--- src/rtl/vgsg_pkg.sv ---
// ----------------------------------------------------------------------------
// vgsg_pkg: shared definitions for the vector glyph stroke generator
// Widths, stroke codes, the built-in glyph stroke table and the types that
// pass between the sequencer and its helper units.
// ----------------------------------------------------------------------------
package vgsg_pkg;

	localparam int COORD_W      = 12;
	localparam int CODE_W       = 7;
	localparam int CFG_W        = 6;
	localparam int STORED_ROWS  = 96;
	localparam int STORED_BYTES = 8;
	localparam int BYTE_IDX_W   = $clog2(STORED_BYTES);
	localparam int ROW_IDX_W    = $clog2(STORED_ROWS);
	localparam int STROKES_DEF  = 8;

	// Stream packing: tdata widths rounded up to whole bytes.
	localparam int IN_DATA_W  = ((CODE_W + 2 * COORD_W + 7) / 8) * 8;
	localparam int OUT_DATA_W = ((4 * COORD_W + 7) / 8) * 8;

	localparam logic [7:0]        PEN_LIFT   = 8'hFE;
	localparam logic [7:0]        GLYPH_END  = 8'hFF;
	localparam logic [CODE_W-1:0] FIRST_CODE = 7'h20;

	localparam logic [CFG_W-1:0] ADVANCE_RST = 6'd10;
	localparam logic [CFG_W-1:0] HEIGHT_RST  = 6'd12;

	// Configuration register indexes.
	typedef enum logic {
		CFG_CHAR_ADVANCE = 1'b0,
		CFG_GLYPH_HEIGHT = 1'b1
	} cfg_idx_t;

	typedef enum logic {
		ST_IDLE,
		ST_SCAN
	} state_t;

	typedef logic [STORED_BYTES-1:0][7:0] glyph_row_t;

	typedef struct packed {
		logic [COORD_W-1:0] y;
		logic [COORD_W-1:0] x;
	} point_t;

	typedef struct packed {
		logic [COORD_W-1:0] y1;
		logic [COORD_W-1:0] x1;
		logic [COORD_W-1:0] y0;
		logic [COORD_W-1:0] x0;
	} seg_t;

	// Builds one stroke row; the first byte sits in the lowest bits.
	function automatic glyph_row_t g(input logic [7:0] b0, input logic [7:0] b1,
			input logic [7:0] b2, input logic [7:0] b3, input logic [7:0] b4,
			input logic [7:0] b5, input logic [7:0] b6, input logic [7:0] b7);
		glyph_row_t r;
		r = {b7, b6, b5, b4, b3, b2, b1, b0};
		return r;
	endfunction

	// Stroke table indexed by character code minus 0x20. Each byte holds x in
	// the high nibble and y in the low nibble. Rows not listed are all zero.
	function automatic glyph_row_t glyph_row(input logic [ROW_IDX_W-1:0] row);
		glyph_row_t r;
		unique case (row)
			7'd0:  r = g(GLYPH_END, 8'h00, 8'h00, 8'h00, 8'h00, 8'h00, 8'h00, 8'h00);
			7'd1:  r = g(8'h40, 8'h32, 8'h52, 8'h40, PEN_LIFT, 8'h44, 8'h4C, GLYPH_END);
			7'd2:  r = g(8'h2A, 8'h26, PEN_LIFT, 8'h6A, 8'h66, GLYPH_END, 8'h00, 8'h00);
			7'd3:  r = g(8'h04, 8'h84, 8'h62, 8'h6A, 8'h88, 8'h08, 8'h2A, 8'h22);
			7'd4:  r = g(8'h62, 8'h26, 8'h6A, PEN_LIFT, 8'h4C, 8'h40, GLYPH_END, 8'h00);
			7'd5:  r = g(8'h00, 8'h8C, PEN_LIFT, 8'h2A, 8'h28, PEN_LIFT, 8'h64, 8'h62);
			7'd6:  r = g(8'h80, 8'h4C, 8'h88, 8'h04, 8'h40, 8'h84, GLYPH_END, 8'h00);
			7'd7:  r = g(8'h26, 8'h6A, GLYPH_END, 8'h00, 8'h00, 8'h00, 8'h00, 8'h00);
			7'd8:  r = g(8'h60, 8'h24, 8'h28, 8'h6C, GLYPH_END, 8'h00, 8'h00, 8'h00);
			7'd9:  r = g(8'h20, 8'h64, 8'h68, 8'h2C, GLYPH_END, 8'h00, 8'h00, 8'h00);
			7'd10: r = g(8'h00, 8'h4C, 8'h80, 8'h08, 8'h88, 8'h00, GLYPH_END, 8'h00);
			7'd11: r = g(8'h16, 8'h76, PEN_LIFT, 8'h49, 8'h43, GLYPH_END, 8'h00, 8'h00);
			7'd12: r = g(8'h20, 8'h42, GLYPH_END, 8'h00, 8'h00, 8'h00, 8'h00, 8'h00);
			7'd13: r = g(8'h26, 8'h66, GLYPH_END, 8'h00, 8'h00, 8'h00, 8'h00, 8'h00);
			7'd14: r = g(8'h30, 8'h40, GLYPH_END, 8'h00, 8'h00, 8'h00, 8'h00, 8'h00);
			7'd15: r = g(8'h00, 8'h8C, GLYPH_END, 8'h00, 8'h00, 8'h00, 8'h00, 8'h00);
			7'd16: r = g(8'h00, 8'h80, 8'h8C, 8'h0C, 8'h00, 8'h8C, GLYPH_END, 8'h00);
			7'd17: r = g(8'h40, 8'h4C, 8'h3A, GLYPH_END, 8'h00, 8'h00, 8'h00, 8'h00);
			7'd18: r = g(8'h0C, 8'h8C, 8'h87, 8'h05, 8'h00, 8'h80, GLYPH_END, 8'h00);
			7'd19: r = g(8'h0C, 8'h8C, 8'h80, 8'h00, PEN_LIFT, 8'h06, 8'h86, GLYPH_END);
			7'd20: r = g(8'h0C, 8'h06, 8'h86, PEN_LIFT, 8'h8C, 8'h80, GLYPH_END, 8'h00);
			7'd21: r = g(8'h00, 8'h80, 8'h86, 8'h07, 8'h0C, 8'h8C, GLYPH_END, 8'h00);
			7'd22: r = g(8'h0C, 8'h00, 8'h80, 8'h85, 8'h07, GLYPH_END, 8'h00, 8'h00);
			7'd23: r = g(8'h0C, 8'h8C, 8'h86, 8'h40, GLYPH_END, 8'h00, 8'h00, 8'h00);
			7'd24: r = g(8'h00, 8'h80, 8'h8C, 8'h0C, 8'h00, PEN_LIFT, 8'h06, 8'h86);
			7'd25: r = g(8'h80, 8'h8C, 8'h0C, 8'h07, 8'h85, GLYPH_END, 8'h00, 8'h00);
			7'd26: r = g(8'h49, 8'h47, PEN_LIFT, 8'h45, 8'h43, GLYPH_END, 8'h00, 8'h00);
			7'd27: r = g(8'h49, 8'h47, PEN_LIFT, 8'h45, 8'h12, GLYPH_END, 8'h00, 8'h00);
			7'd28: r = g(8'h60, 8'h26, 8'h6C, GLYPH_END, 8'h00, 8'h00, 8'h00, 8'h00);
			7'd29: r = g(8'h14, 8'h74, PEN_LIFT, 8'h18, 8'h78, GLYPH_END, 8'h00, 8'h00);
			7'd30: r = g(8'h20, 8'h66, 8'h2C, GLYPH_END, 8'h00, 8'h00, 8'h00, 8'h00);
			7'd31: r = g(8'h08, 8'h4C, 8'h88, 8'h44, PEN_LIFT, 8'h41, 8'h40, GLYPH_END);
			7'd32: r = g(8'h84, 8'h40, 8'h04, 8'h08, 8'h4C, 8'h88, 8'h44, 8'h36);
			7'd33: r = g(8'h00, 8'h08, 8'h4C, 8'h88, 8'h80, PEN_LIFT, 8'h04, 8'h84);
			7'd34: r = g(8'h00, 8'h0C, 8'h4C, 8'h8A, 8'h46, 8'h82, 8'h40, 8'h00);
			7'd35: r = g(8'h80, 8'h00, 8'h0C, 8'h8C, GLYPH_END, 8'h00, 8'h00, 8'h00);
			7'd36: r = g(8'h00, 8'h0C, 8'h4C, 8'h88, 8'h84, 8'h40, 8'h00, GLYPH_END);
			7'd37: r = g(8'h80, 8'h00, 8'h0C, 8'h8C, PEN_LIFT, 8'h06, 8'h66, GLYPH_END);
			7'd38: r = g(8'h00, 8'h0C, 8'h8C, PEN_LIFT, 8'h06, 8'h66, GLYPH_END, 8'h00);
			7'd39: r = g(8'h66, 8'h84, 8'h80, 8'h00, 8'h0C, 8'h8C, GLYPH_END, 8'h00);
			7'd40: r = g(8'h00, 8'h0C, PEN_LIFT, 8'h06, 8'h86, PEN_LIFT, 8'h8C, 8'h80);
			7'd41: r = g(8'h00, 8'h80, PEN_LIFT, 8'h40, 8'h4C, PEN_LIFT, 8'h0C, 8'h8C);
			7'd42: r = g(8'h04, 8'h40, 8'h80, 8'h8C, GLYPH_END, 8'h00, 8'h00, 8'h00);
			7'd43: r = g(8'h00, 8'h0C, PEN_LIFT, 8'h8C, 8'h06, 8'h60, GLYPH_END, 8'h00);
			7'd44: r = g(8'h80, 8'h00, 8'h0C, GLYPH_END, 8'h00, 8'h00, 8'h00, 8'h00);
			7'd45: r = g(8'h00, 8'h0C, 8'h48, 8'h8C, 8'h80, GLYPH_END, 8'h00, 8'h00);
			7'd46: r = g(8'h00, 8'h0C, 8'h80, 8'h8C, GLYPH_END, 8'h00, 8'h00, 8'h00);
			7'd47: r = g(8'h00, 8'h0C, 8'h8C, 8'h80, 8'h00, GLYPH_END, 8'h00, 8'h00);
			7'd48: r = g(8'h00, 8'h0C, 8'h8C, 8'h86, 8'h05, GLYPH_END, 8'h00, 8'h00);
			7'd49: r = g(8'h00, 8'h0C, 8'h8C, 8'h84, 8'h00, PEN_LIFT, 8'h44, 8'h80);
			7'd50: r = g(8'h00, 8'h0C, 8'h8C, 8'h86, 8'h05, PEN_LIFT, 8'h45, 8'h80);
			7'd51: r = g(8'h02, 8'h20, 8'h80, 8'h85, 8'h07, 8'h0C, 8'h6C, 8'h8A);
			7'd52: r = g(8'h0C, 8'h8C, PEN_LIFT, 8'h4C, 8'h40, GLYPH_END, 8'h00, 8'h00);
			7'd53: r = g(8'h0C, 8'h02, 8'h40, 8'h82, 8'h8C, GLYPH_END, 8'h00, 8'h00);
			7'd54: r = g(8'h0C, 8'h40, 8'h8C, GLYPH_END, 8'h00, 8'h00, 8'h00, 8'h00);
			7'd55: r = g(8'h0C, 8'h20, 8'h44, 8'h60, 8'h8C, GLYPH_END, 8'h00, 8'h00);
			7'd56: r = g(8'h00, 8'h8C, PEN_LIFT, 8'h0C, 8'h80, GLYPH_END, 8'h00, 8'h00);
			7'd57: r = g(8'h0C, 8'h46, 8'h8C, PEN_LIFT, 8'h46, 8'h40, GLYPH_END, 8'h00);
			7'd58: r = g(8'h0C, 8'h8C, 8'h00, 8'h80, PEN_LIFT, 8'h26, 8'h66, GLYPH_END);
			7'd59: r = g(8'h60, 8'h20, 8'h2C, 8'h6C, GLYPH_END, 8'h00, 8'h00, 8'h00);
			7'd60: r = g(8'h0C, 8'h80, GLYPH_END, 8'h00, 8'h00, 8'h00, 8'h00, 8'h00);
			7'd61: r = g(8'h20, 8'h60, 8'h6C, 8'h2C, GLYPH_END, 8'h00, 8'h00, 8'h00);
			7'd62: r = g(8'h26, 8'h4C, 8'h66, GLYPH_END, 8'h00, 8'h00, 8'h00, 8'h00);
			7'd63: r = g(8'h00, 8'h80, GLYPH_END, 8'h00, 8'h00, 8'h00, 8'h00, 8'h00);
			7'd64: r = g(8'h2A, 8'h66, GLYPH_END, 8'h00, 8'h00, 8'h00, 8'h00, 8'h00);
			7'd65: r = g(8'h00, 8'h0C, 8'h7C, 8'h70, 8'h00, GLYPH_END, 8'h00, 8'h00);
			7'd66: r = g(8'h00, 8'h4C, 8'h80, 8'h00, GLYPH_END, 8'h00, 8'h00, 8'h00);
			7'd67: r = g(8'h06, 8'h86, 8'h87, 8'h07, GLYPH_END, 8'h00, 8'h00, 8'h00);
			7'd91: r = g(8'h60, 8'h42, 8'h4A, 8'h6C, PEN_LIFT, 8'h26, 8'h46, GLYPH_END);
			7'd92: r = g(8'h40, 8'h45, PEN_LIFT, 8'h46, 8'h4C, GLYPH_END, 8'h00, 8'h00);
			7'd93: r = g(8'h40, 8'h62, 8'h6A, 8'h4C, PEN_LIFT, 8'h66, 8'h86, GLYPH_END);
			7'd94: r = g(8'h04, 8'h28, 8'h64, 8'h88, GLYPH_END, 8'h00, 8'h00, 8'h00);
			default: r = '0;
		endcase
		return r;
	endfunction

endpackage

--- src/rtl/vgsg_point_unit.sv ---
// ----------------------------------------------------------------------------
// vgsg_point_unit: shared point placement unit
// Places one stroke byte on the screen relative to the glyph origin.
// ----------------------------------------------------------------------------
module vgsg_point_unit (
	input  logic [vgsg_pkg::COORD_W-1:0] base,
	input  logic [vgsg_pkg::COORD_W-1:0] baseline,
	input  logic [7:0]                   stroke,
	output vgsg_pkg::point_t             pt
);
	import vgsg_pkg::*;

	// Glyph y grows upwards, so it is taken away from the baseline.
	assign pt.x = base + COORD_W'(stroke[7:4]);
	assign pt.y = baseline - COORD_W'(stroke[3:0]);

endmodule

--- config.mk ---
export PLATFORM = sky130hd
export DESIGN_NAME = vgsg_point_unit
export DESIGN_NICKNAME = d
export VERILOG_FILES = /design/src/rtl/vgsg_pkg.sv /design/src/rtl/vgsg_point_unit.sv
export SDC_FILE = /design/constraint.sdc
export NUM_CORES = 1
export LEC_CHECK = 0
export ABC_AREA = 1
export BUFFER_PORTS_ARGS = -buffer_cell sky130_fd_sc_hd__buf_2
export CAP_MARGIN = 40
export CORE_MARGIN = 5
export CORE_UTILIZATION = 42
export DETAILED_ROUTE_END_ITERATION = 6
export PLACE_DENSITY = 0.85
export SYNTH_ARGS = -nofsm -noshare
export SYNTH_HDL_FRONTEND = slang
export SYNTH_SLANG_ARGS = --single-unit
--- constraint.sdc ---
create_clock -name vclk -period 2
set_input_delay 0.4 -clock vclk [all_inputs]
set_output_delay 0.4 -clock vclk [all_outputs]
set_load 0.005 [all_outputs]
==> results of run 1 <==
## per-stage QoR
step / setup slack, ps / total power [mW] / instance area, um2
after floorplan: 127 / 0.135 / 768
final: -34.1 / 0.297 / 1240
after CTS: -17.6 / 0.270 / 1160
after global placement: -93.6 / 0.248 / 1100
after detailed placement: -151 / 0.253 / 1100
after global routing: -121 / 0.332 / 1240
## power by group
part	total [mW]	switching [mW]	internal (mW)
logic	0.297	0.155	0.142
clock network	0	0	0
registers	0	0	0
## area by class of cell
class,count,share of cell area
multi-input cells,120,0.626
repair buffers,61,0.277
inverters,23,0.0719
well taps,25,0.0253
## worst max-delay path: cells and delay by family
kind / cells / cell delay, ps
AOI/OAI and AO/OA: 1 / 180
adders and majority gates: 2 / 500
buffers and inverters: 3 / 210
and+or+nand+nor: 4 / 340
## worst min path at each step
stage / slack (ps) / end / cells past startpoint
4_1_cts: 1070 / pt[23] / 4
2_1_floorplan: 860 / pt[4] / 1
3_3_place_gp: 1060 / pt[23] / 4
6_report: 1070 / pt[23] / 4
3_5_place_dp: 1070 / pt[23] / 4
5_1_grt: 1090 / pt[23] / 4
## kinds of logic (layout without fill, tap and decap cells)
logic type,count (synthesis),in the layout,share of synthesized area
and+or+nand+nor,96,96,0.577
buffers and inverters,23,84,0.112
adders and majority gates,10,10,0.182
AOI/OAI and AO/OA,7,7,0.0489
xor gates and xnor gates,7,7,0.0798
## metal layers
metal,vias to the layer above,track usage
li1,570,-
met1,441,0.184
met2,53,0.293
met3,2,0.0114
met4,0,0.00426
met5,-,0
## timing repair
| action | CTS | global route |
|---|---|---|
| gates resized for setup | 15 | 12 |
| pin swaps | 7 | 8 |
| setup buffers | 1 | 1 |
| cloned | 0 | 0 |
| setup endpoints to repair | 8 | 13 |
## Yosys cell counts (2+ instances only)
master and instances:
sky130_fd_sc_hd__a21oi_1 3, sky130_fd_sc_hd__xor2_1 5, sky130_fd_sc_hd__nor2_4 2, sky130_fd_sc_hd__ha_1 8
sky130_fd_sc_hd__inv_1 23, sky130_fd_sc_hd__o21ai_0 2, sky130_fd_sc_hd__fa_1 2, sky130_fd_sc_hd__nand3_1 15
sky130_fd_sc_hd__nand2_1 56, sky130_fd_sc_hd__nand3b_1 3, sky130_fd_sc_hd__xnor2_1 2, sky130_fd_sc_hd__nand2_2 2
sky130_fd_sc_hd__nor2_1 12
==> out/results.txt, run 1 <==
The run finished, with violations left. The checks that failed: negative setup slack. Entering global routing, the biggest net connects 9 pins. After detailed routing, the average wire length per cell comes to 10.4 um.

The most critical setup path has its startpoint at baseline[0]. The routed wire length was 2390 um; the maximum vdd ir drop was 0.186 mV. Summing all flip-flop and latch instances after layout gives 0 um2.

After detailed routing, the wire length on met1 is 1020 um. Post-detailed-route via-to-cell ratio: 4.66. Count of final hold-check violations: 0.

Synthesis warning total: 0. The number of setup violations in the final report is 4. The min-delay analysis places its worst path in the category in2out.

The starting utilization of the core area is 0.445. The top cell types in the final layout, fill and taps aside, are sky130_fd_sc_hd__nand2_1, sky130_fd_sc_hd__buf_2, sky130_fd_sc_hd__inv_1. The average instance in the mapped netlist occupies 5.37 um2. The maximum fanout along the worst path was 6. First-pass GRT wire length: 3420 um. Max-cap violations in this run came to 0.

For the utilization after layout, the log shows 0.716. The total area of multi-input combinational cells is 773 um2, and the die span in x is 52.8 um. The final global-route overflow total was 0; the synthesis-to-layout area growth was 60.9%. The maximum achievable frequency is 492 MHz, and the count of clock buffers in the final design is 0.

The maximum single-stage delay on the critical path came out at 350 ps. Once placement completed, the tool counted placed cells totaling 227. The critical path is of the in2out type. The run gives -34.1 ps as the final critical-path setup slack. The share of cells above drive strength 1 is 0.426, and the synthesized netlist cell count is 143. Yosys attributes the largest share of cell area to sky130_fd_sc_hd__nand2_1, sky130_fd_sc_hd__ha_1, sky130_fd_sc_hd__inv_1. The clock period minus final worst setup slack was 2030 ps. The remaining antenna violation count is 0, and the proportion of synthesized chip area in sequential cells is 0. The total track usage is 0.150.

The worst path required time is 1600 ps. The post-route clock period utilization is 1.02. STA classifies the critical path endpoint as a primary output. Synthesis produced a netlist with a net count of 185. The synthesized netlist occupies a cell area of 768 um2. The remaining max-slew budget at the tightest pin was 0.832. In this run the vertical extent of the chip is 52.8 um. The transition time at the pin with the least slew margin works out to 251 ps. The arrival time of the worst setup path came out at 1630 ps.

The run gives 56 as the I/O pin count. The total negative slack for setup checks came out at -99.9 ps. The final route contains 1066 vias. Counting stages on the worst path, the most repeated cell is sky130_fd_sc_hd__nand2_1. The filler cells instantiated in the layout total 147.

In this run the standard cell core region covers 1730 um2. Across all hold checks on the routed design, the worst slack comes to 1070 ps. The count of buffers inserted at the top-level ports came out at 56. Setup repair after global routing could not meet its margin everywhere.

For the violation count after the first detailed-routing iteration, the log shows 22. The logs give 2780 um2 for the die area and 229 for the post-layout instance count excluding filler cells. In this run, distinct cell masters in the synthesized netlist total 21.

Power spread over the standard cell area amounts to 240 nW/um2. The logs give 0 for the sequential cell count of the final layout and 0.710 nW for the cell leakage power. 0 antenna diodes ended up in the layout. The cell with the biggest individual delay on the critical path was sky130_fd_sc_hd__fa_2. The signal on the critical path passes through buf_6, inv_4, ha_4, fa_2, o21bai_1, nand2_2, nand3_1, nand2_1, nand2_1, buf_2. The area fraction of the dominant cell type after synthesis came out at 0.274. Detailed placement finished with a half-perimeter wire length of 1820 um. For this run, the post-layout net count is 248. At the end of routability-driven placement, the weighted congestion stood at 0.796. The total met3 wirelength after detailed routing came out at 221 um.

In the routed design, unresolved DRC markers number 0. In this run the most critical hold path is launched from baseline[11]. The tools report the placement row count as 15.

Topmost layer with routed signal wires: met4. Summed over all instances, the cell type with the most area after synthesis is sky130_fd_sc_hd__nand2_1. For the number of pins exceeding their max-slew limit in the final report, the log shows 0. The number of antenna violations at the first check in global routing is 0.

The endpoint of the worst setup timing path is pt[22]. The via count of the first global-routing pass came out at 921. Startpoint kind of the worst setup timing path: an input port.

After detailed routing, the met2 layer carries 1130 um of wire. The number of iterations in the first detailed-routing pass was 4; the number of hold-repair buffers added at the cts stage was 0.
Power figures use the tool's default switching activity.
==> inputs of run 2 (changes only) <==
--- a/config.mk
+++ b/config.mk
@@ -5,13 +5,13 @@
 export SDC_FILE = /design/constraint.sdc
 export NUM_CORES = 1
 export LEC_CHECK = 0
-export ABC_AREA = 1
 export BUFFER_PORTS_ARGS = -buffer_cell sky130_fd_sc_hd__buf_2
 export CAP_MARGIN = 40
 export CORE_MARGIN = 5
-export CORE_UTILIZATION = 42
+export CORE_UTILIZATION = 38
 export DETAILED_ROUTE_END_ITERATION = 6
-export PLACE_DENSITY = 0.85
+export PLACE_DENSITY = 0.87
+export RECOVER_POWER = 50
 export SYNTH_ARGS = -nofsm -noshare
 export SYNTH_HDL_FRONTEND = slang
 export SYNTH_SLANG_ARGS = --single-unit
==> out/results.txt, run 2 <==
The overall via count from detail_route was 1070 (+0.38%). The final critical-path setup slack was -349 ps (-315 ps). The worst setup path is captured at a primary output. The post-route clock period utilization was 1.17 (+0.158). For the remaining antenna violation count, the log shows 0 (unchanged).

The starting utilization of the core area was 0.413 (-0.0316). The number of remaining DRC errors was 0 (unchanged); the arrival time of the worst setup path was 1950 ps (+320 ps). Count of clock buffers in the final design: 0 (unchanged). The worst hold path belongs to the class in2out. The tools report the violation count after the first detailed-routing iteration as 49 (+120%). The worst hold path begins at base[6]. The number of pins exceeding their max-slew limit in the final report is 0 (unchanged).

The library cell used most frequently in the layout, excluding fill and tap cells, is sky130_fd_sc_hd__buf_2. The worst path required time came out at 1600 ps (about the same). The run gives 0 (unchanged) as the sequential fraction of design power. The maximum vdd ir drop is 0.236 mV (+27%).

The net switching share of the total power was 0.502 (-0.0196); the total area of sequential cells was 0 um2 (unchanged). The post-detailed-route via-to-cell ratio works out to 6.56 (+41%). The commonest cells after synthesis are sky130_fd_sc_hd__xor2_1, sky130_fd_sc_hd__ha_1, sky130_fd_sc_hd__nor2_1, sky130_fd_sc_hd__xnor2_1, sky130_fd_sc_hd__inv_1. Setup repair after global routing could not meet its margin everywhere. The transition time at the pin with the least slew margin came out at 336 ps (+84.8 ps). The fill cell instance count of the final layout came out at 25 (-83%). For the number of hold-repair buffers added at the cts stage, the log shows 0 (unchanged). The count of buffers inserted at the top-level ports works out to 56 (unchanged). The cell area after synthesis was 558 um2 (-27%); the mean area per synthesized cell was 7.44 um2 (+38%). Sequential cell count of the final layout: 0 (unchanged).

The run finished, with violations left. The critical path is of the in2out type. The logs give 445 um (+100%) for the total met3 wirelength after detailed routing and 56 (unchanged) for the I/O pin count. The cell type with the highest aggregate area in the netlist is sky130_fd_sc_hd__ha_1. The tools report the diode insertion count for antenna repair as 0 (unchanged). The routed wire length was 4450 um (+86%); the power share of the clock group was 0 (unchanged).

The run gives 75 (-48%) as the synthesized netlist cell count. The run gives 3970 um (+16%) as the first-pass GRT wire length. The number of antenna violations at the first check in global routing was 0 (unchanged).

The logs give 0 (unchanged) for the number of max-cap violations and 13 (-2) for the placement row count. For the count of final hold-check violations, the log shows 0 (unchanged). The core footprint was 1350 um2 (-22%). Sorting the synthesized cells by area gives the leading types as sky130_fd_sc_hd__ha_1, sky130_fd_sc_hd__xor2_1, sky130_fd_sc_hd__xnor2_1. The logs give 1.000 (about the same) for the share of total power in combinational logic and 0 (unchanged) for the final global-route overflow total. The internal portion of total power was 0.209 mW (+47%); the die span in x was 48.3 um (-8.4%).

The remaining max-slew budget at the tightest pin came out at 0.775 (-0.0579). The worst hold path terminates at pt[6]. The total track usage is 0.200 (+0.0496). The maximum achievable frequency was 426 MHz (-13%); the synthesis warning total was 0 (unchanged). The logs give 906 (-1.6%) for the via count of the first global-routing pass and 15 (+11) for the number of setup violations in the final report.

For the detailed placement HPWL, the log shows 1890 um (+4.2%). In the layout the commonest cells are sky130_fd_sc_hd__buf_2, sky130_fd_sc_hd__buf_4, sky130_fd_sc_hd__xor2_1, sky130_fd_sc_hd__buf_6. The share of cells above drive strength 1 works out to 0.709 (+0.283).

The cell area power density is 322 nW/um2 (+34%). For the net switching component of the power, the log shows 0.211 mW (+36%). Top cell family by delay on the critical path: adder cells. The average wire per cell in the routed design was 27.3 um (+160%).

Number of distinct library cells after synthesis: 22 (+4.8%). The detailed-routed wire length on met2 is 2080 um (+85%). The critical path goes through buf_6, ha_4, fa_2, a21o_1, a21oi_2, buf_4, nor2_2, xor2_1, buf_2. The pre-CTS setup slack is -297 ps (-146 ps).

The tools report the number of nets produced by synthesis as 117 (-37%). Startpoint kind of the worst setup timing path: an input port. The maximum single-stage delay on the critical path is 340 ps (about the same). The most frequent cell after synthesis is sky130_fd_sc_hd__xor2_1. The worst hold path cell count works out to 3 (-1). The die area is 2330 um2 (-16%). The tools report the routed metal-1 wirelength as 1330 um (+31%).

The routability congestion estimate from global placement is 0.754 (-5.3%), and the critical path buffer and inverter count is 3 (unchanged). The cell with the biggest individual delay on the critical path is sky130_fd_sc_hd__fa_2. The synthesis-to-layout area growth is 133%. The clock period minus final worst setup slack was 2350 ps (+315 ps). The number of nets in the layout is 192 (-23%). The highest metal layer carrying signal wires in the routed design is met4.

The logs give -2640 ps (-2540 ps) for the total negative slack for setup checks and 6 (-3) for the pin count of the biggest net entering global routing. The number of iterations in the first detailed-routing pass came out at 4 (unchanged). The die outline height is 48.3 um (-8.4%). The area fraction of the dominant cell type after synthesis came out at 0.179 (-0.0942). The checks that failed: negative setup slack. The maximum fanout along the worst path was 3 (-3). The run gives 0 (unchanged) as the proportion of synthesized chip area in sequential cells. The cell leakage power is 0.636 nW (-10%).
## run 2: cell types whose count changed after synthesis, moves of 3 or more
cell | before | now
sky130_fd_sc_hd__nand3b_1 | 3 | 0
sky130_fd_sc_hd__nor2_1 | 12 | 8
sky130_fd_sc_hd__nand3_1 | 15 | 0
sky130_fd_sc_hd__inv_1 | 23 | 7
sky130_fd_sc_hd__xnor2_1 | 2 | 8
sky130_fd_sc_hd__nand2_1 | 56 | 5
sky130_fd_sc_hd__xor2_1 | 5 | 11
sky130_fd_sc_hd__nand2b_1 | 0 | 3
## run 2: cells by family after synthesis
| family | share of synthesized area |
|---|---|
| buffers and inverters | 0.0471 |
| adder cells (fa/ha/maj) | 0.251 |
| AO/OA/AOI/OAI | 0.121 |
| XOR/XNOR | 0.298 |
| AND/OR/NAND/NOR | 0.283 |
## run 2: power by group through the flow
stage | Sequential (mW) | Clock, mW | Combinational, mW
after global routing | 0 | 0 | 0.435
after detailed placement | 0 | 0 | 0.264
after floorplan | 0 | 0 | 0.119
final | 0 | 0 | 0.419
after global placement | 0 | 0 | 0.251
after CTS | 0 | 0 | 0.302
## run 2: what timing repair did
item | 4_1_cts | 5_1_grt
pin swaps | 20 | 18
setup buffers | 2 | 4
endpoints found under the setup margin | 16 | 16
resized for setup | 25 | 25
## run 2: worst max path at each step
stage / from / endpoint / slack (ps) / cells past startpoint
after floorplan: base[0] / pt[10] / -40 / 6
after global placement: baseline[0] / pt[18] / -250 / 9
after detailed placement: baseline[0] / pt[18] / -300 / 9
after CTS: baseline[7] / pt[23] / -220 / 6
after global routing: stroke[4] / pt[8] / -450 / 9
final: stroke[4] / pt[8] / -350 / 9
## run 2: final cells by class
| cell class | instances | area, um2 | area share |
|---|---|---|---|
| multi-input combinational | 68 | 761 | 0.584 |
| timing repair buffer | 73 | 492 | 0.378 |
| inverter | 7 | 31.3 | 0.0240 |
| tap | 15 | 18.8 | 0.0144 |
## run 2: metrics by stage
stage / hold slack (ps) / total power, mW / cell area, um2 / util / std cells
3_3_place_gp: 1050 / 0.251 / 993 / 0.736 / 160
4_1_cts: 1060 / 0.302 / 1130 / 0.838 / 162
5_1_grt: 1090 / 0.435 / 1300 / 0.965 / 163
2_1_floorplan: 851 / 0.119 / 589 / - / 75
6_report: 1070 / 0.419 / 1300 / 0.965 / 163
3_5_place_dp: 1060 / 0.264 / 993 / 0.736 / 160
## run 2: tightest hold or removal path, cell delays in order
cell and delay [ps]:
sky130_fd_sc_hd__buf_2 90, sky130_fd_sc_hd__xor2_1 50, sky130_fd_sc_hd__buf_2 130
## run 2: per-layer routing
layer | vias up | global-route usage
li1 | 401 | -
met1 | 492 | 0.197
met2 | 119 | 0.402
met3 | 58 | 0.0306
met4 | 0 | 0.0737
met5 | - | 0
==> inputs of run 3 (changes only) <==
--- a/config.mk
+++ b/config.mk
@@ -10,7 +10,7 @@
 export CORE_MARGIN = 5
 export CORE_UTILIZATION = 38
 export DETAILED_ROUTE_END_ITERATION = 6
-export PLACE_DENSITY = 0.87
+export PLACE_DENSITY = 0.88
 export RECOVER_POWER = 50
 export SYNTH_ARGS = -nofsm -noshare
 export SYNTH_HDL_FRONTEND = slang
==> out/results.txt, run 3 (synthesis results as in run 2) <==
The core footprint is 1350 um2 (unchanged). The top cell types in the final layout, fill and taps aside, are sky130_fd_sc_hd__buf_2, sky130_fd_sc_hd__buf_4, sky130_fd_sc_hd__xor2_1. The total area of sequential cells is 0 um2 (unchanged). The first-pass GRT wire length is 3760 um (-5.2%). For the sequential cell count of the final layout, the log shows 0 (unchanged).

Die outline height: 48.3 um (unchanged). The kind of capture point of the worst setup path is a primary output. Total design power: 0.382 mW (-8.9%). The final reports fail on negative setup slack. The tools report the pin count of the biggest net entering global routing as 6 (unchanged).

The tools report the sequential fraction of design power as 0 (unchanged). The placement row count was 13 (unchanged); the die span in x was 48.3 um (unchanged). The remaining antenna violation count is 0 (unchanged), and the diode insertion count for antenna repair is 0 (unchanged). Leading cell type in the layout, fill and taps excluded: sky130_fd_sc_hd__buf_2. The tools report the number of setup violations in the final report as 17 (+2). The share of total power in combinational logic is 1.000 (about the same), and the remaining max-slew budget at the tightest pin is 0.794 (+0.0196).

The post-detailed-route via-to-cell ratio was 5.77 (-12%); the pre-CTS setup slack was -329 ps (-31.7 ps). Number of pins exceeding their max-slew limit in the final report: 0 (unchanged). The number of max-cap violations was 0 (unchanged); the worst path required time was 1600 ps (about the same). The maximum vdd ir drop is 0.206 mV (-13%), and the final critical-path setup slack is -439 ps (-90.3 ps). The synthesis-to-layout area growth was 128%. The run gives 1840 um (-2.9%) as the detailed placement HPWL.

The transition time at the pin with the least slew margin works out to 306 ps (-29.7 ps). Routed wire length: 3770 um (-15%). The maximum fanout along the worst path was 2 (-1). The run finished, with violations left. The I/O pin count came out at 56 (unchanged). The net switching component of the power was 0.185 mW (-12%).

The total track usage came out at 0.189 (-0.0112). The die area was 2330 um2 (unchanged). Overall via count from detail_route: 952 (-11%).

The critical path class is in2out. The worst hold path cell count is 3 (unchanged). Cell area power density: 300 nW/um2 (-6.8%). Average wire per cell in the routed design: 22.8 um (-16%). The number of iterations in the first detailed-routing pass was 4 (unchanged).

The maximum achievable frequency was 410 MHz (-3.7%); the cell leakage power was 0.633 nW (-0.57%). The count of buffers inserted at the top-level ports is 56 (unchanged). The startpoint kind of the worst setup timing path is an input port. The classification of the worst-slack hold path is in2out.

For the count of final hold-check violations, the log shows 0 (unchanged). The tools report the number of hold-repair buffers added at the cts stage as 0 (unchanged). The clock period minus final worst setup slack is 2440 ps (+90.3 ps), and the net switching share of the total power is 0.486 (-0.0167). The tools report the via count of the first global-routing pass as 894 (-1.3%). The tools report the arrival time of the worst setup path as 2040 ps (+90 ps). The share of cells above drive strength 1 is 0.700 (-0.00946), and the number of nets in the layout is 194 (+1.0%). The violation count after the first detailed-routing iteration is 25 (-49%), and the number of antenna violations at the first check in global routing is 0 (unchanged).

Count of clock buffers in the final design: 0 (unchanged). The internal portion of total power came out at 0.196 mW (-5.9%). The power share of the clock group is 0 (unchanged).

Number of remaining DRC errors: 0 (unchanged). The logs give 0.808 (+7.2%) for the routability congestion estimate from global placement and 0.413 (unchanged) for the starting utilization of the core area. Setup repair after global routing could not meet its margin everywhere. The logs give 0.943 (-0.0222) for the utilization after layout and 0 (unchanged) for the final global-route overflow total. The post-route clock period utilization came out at 1.22 (+0.0452).
-- run 3: repair_timing --
| item | in CTS | in global routing |
|---|---|---|
| setup buffers | 2 | 2 |
| resized for setup | 21 | 27 |
| hold endpoints to repair | 0 | 0 |
| pin swaps | 11 | 14 |
| setup endpoints to repair | 16 | 16 |
-- run 3: worst paths after layout --
check  slack [ps]      to        start
max          -440  pt[23]  baseline[7]
min          1060  pt[11]     base[11]
-- run 3: stage by stage --
stage	instance area [um2]	TNS, ps	cells	hold slack, ps
final	1270	-2740	165	1060
after global routing	1270	-3420	165	1070
after CTS	1110	-1520	163	1050
after detailed placement	1000	-2880	161	1050
after global placement	1000	-1970	161	1050
after floorplan	589	-39.4	75	851
-- run 3: final cells by class --
cell class	count	area, um2
tap	15	18.8
multi-input combinational	68	742
fill	42	77.6
timing repair buffer	75	478
inverter	7	33.8
-- run 3: per-layer routing --
metal | global-route usage | up-vias | wire length, um | part of all wire
met5 | 0 | - | 0 | 0
met4 | 0.0599 | 0 | 275 | 0.073
met3 | 0.0245 | 26 | 212 | 0.056
met2 | 0.407 | 73 | 2120 | 0.56
met1 | 0.170 | 443 | 1170 | 0.31
li1 | - | 410 | - | -
-- run 3: worst max-delay path, stage by stage --
cell	delay, ps
sky130_fd_sc_hd__buf_6	100
sky130_fd_sc_hd__or4_4	540
sky130_fd_sc_hd__or3_4	380
sky130_fd_sc_hd__nor4_4	190
sky130_fd_sc_hd__xor2_1	270
sky130_fd_sc_hd__buf_2	170
-- run 3: power groups by stage --
stage | clock network [mW] | registers, mW | logic (mW)
6_report | 0 | 0 | 0.382
4_1_cts | 0 | 0 | 0.293
3_5_place_dp | 0 | 0 | 0.264
5_1_grt | 0 | 0 | 0.401
3_3_place_gp | 0 | 0 | 0.252
2_1_floorplan | 0 | 0 | 0.119
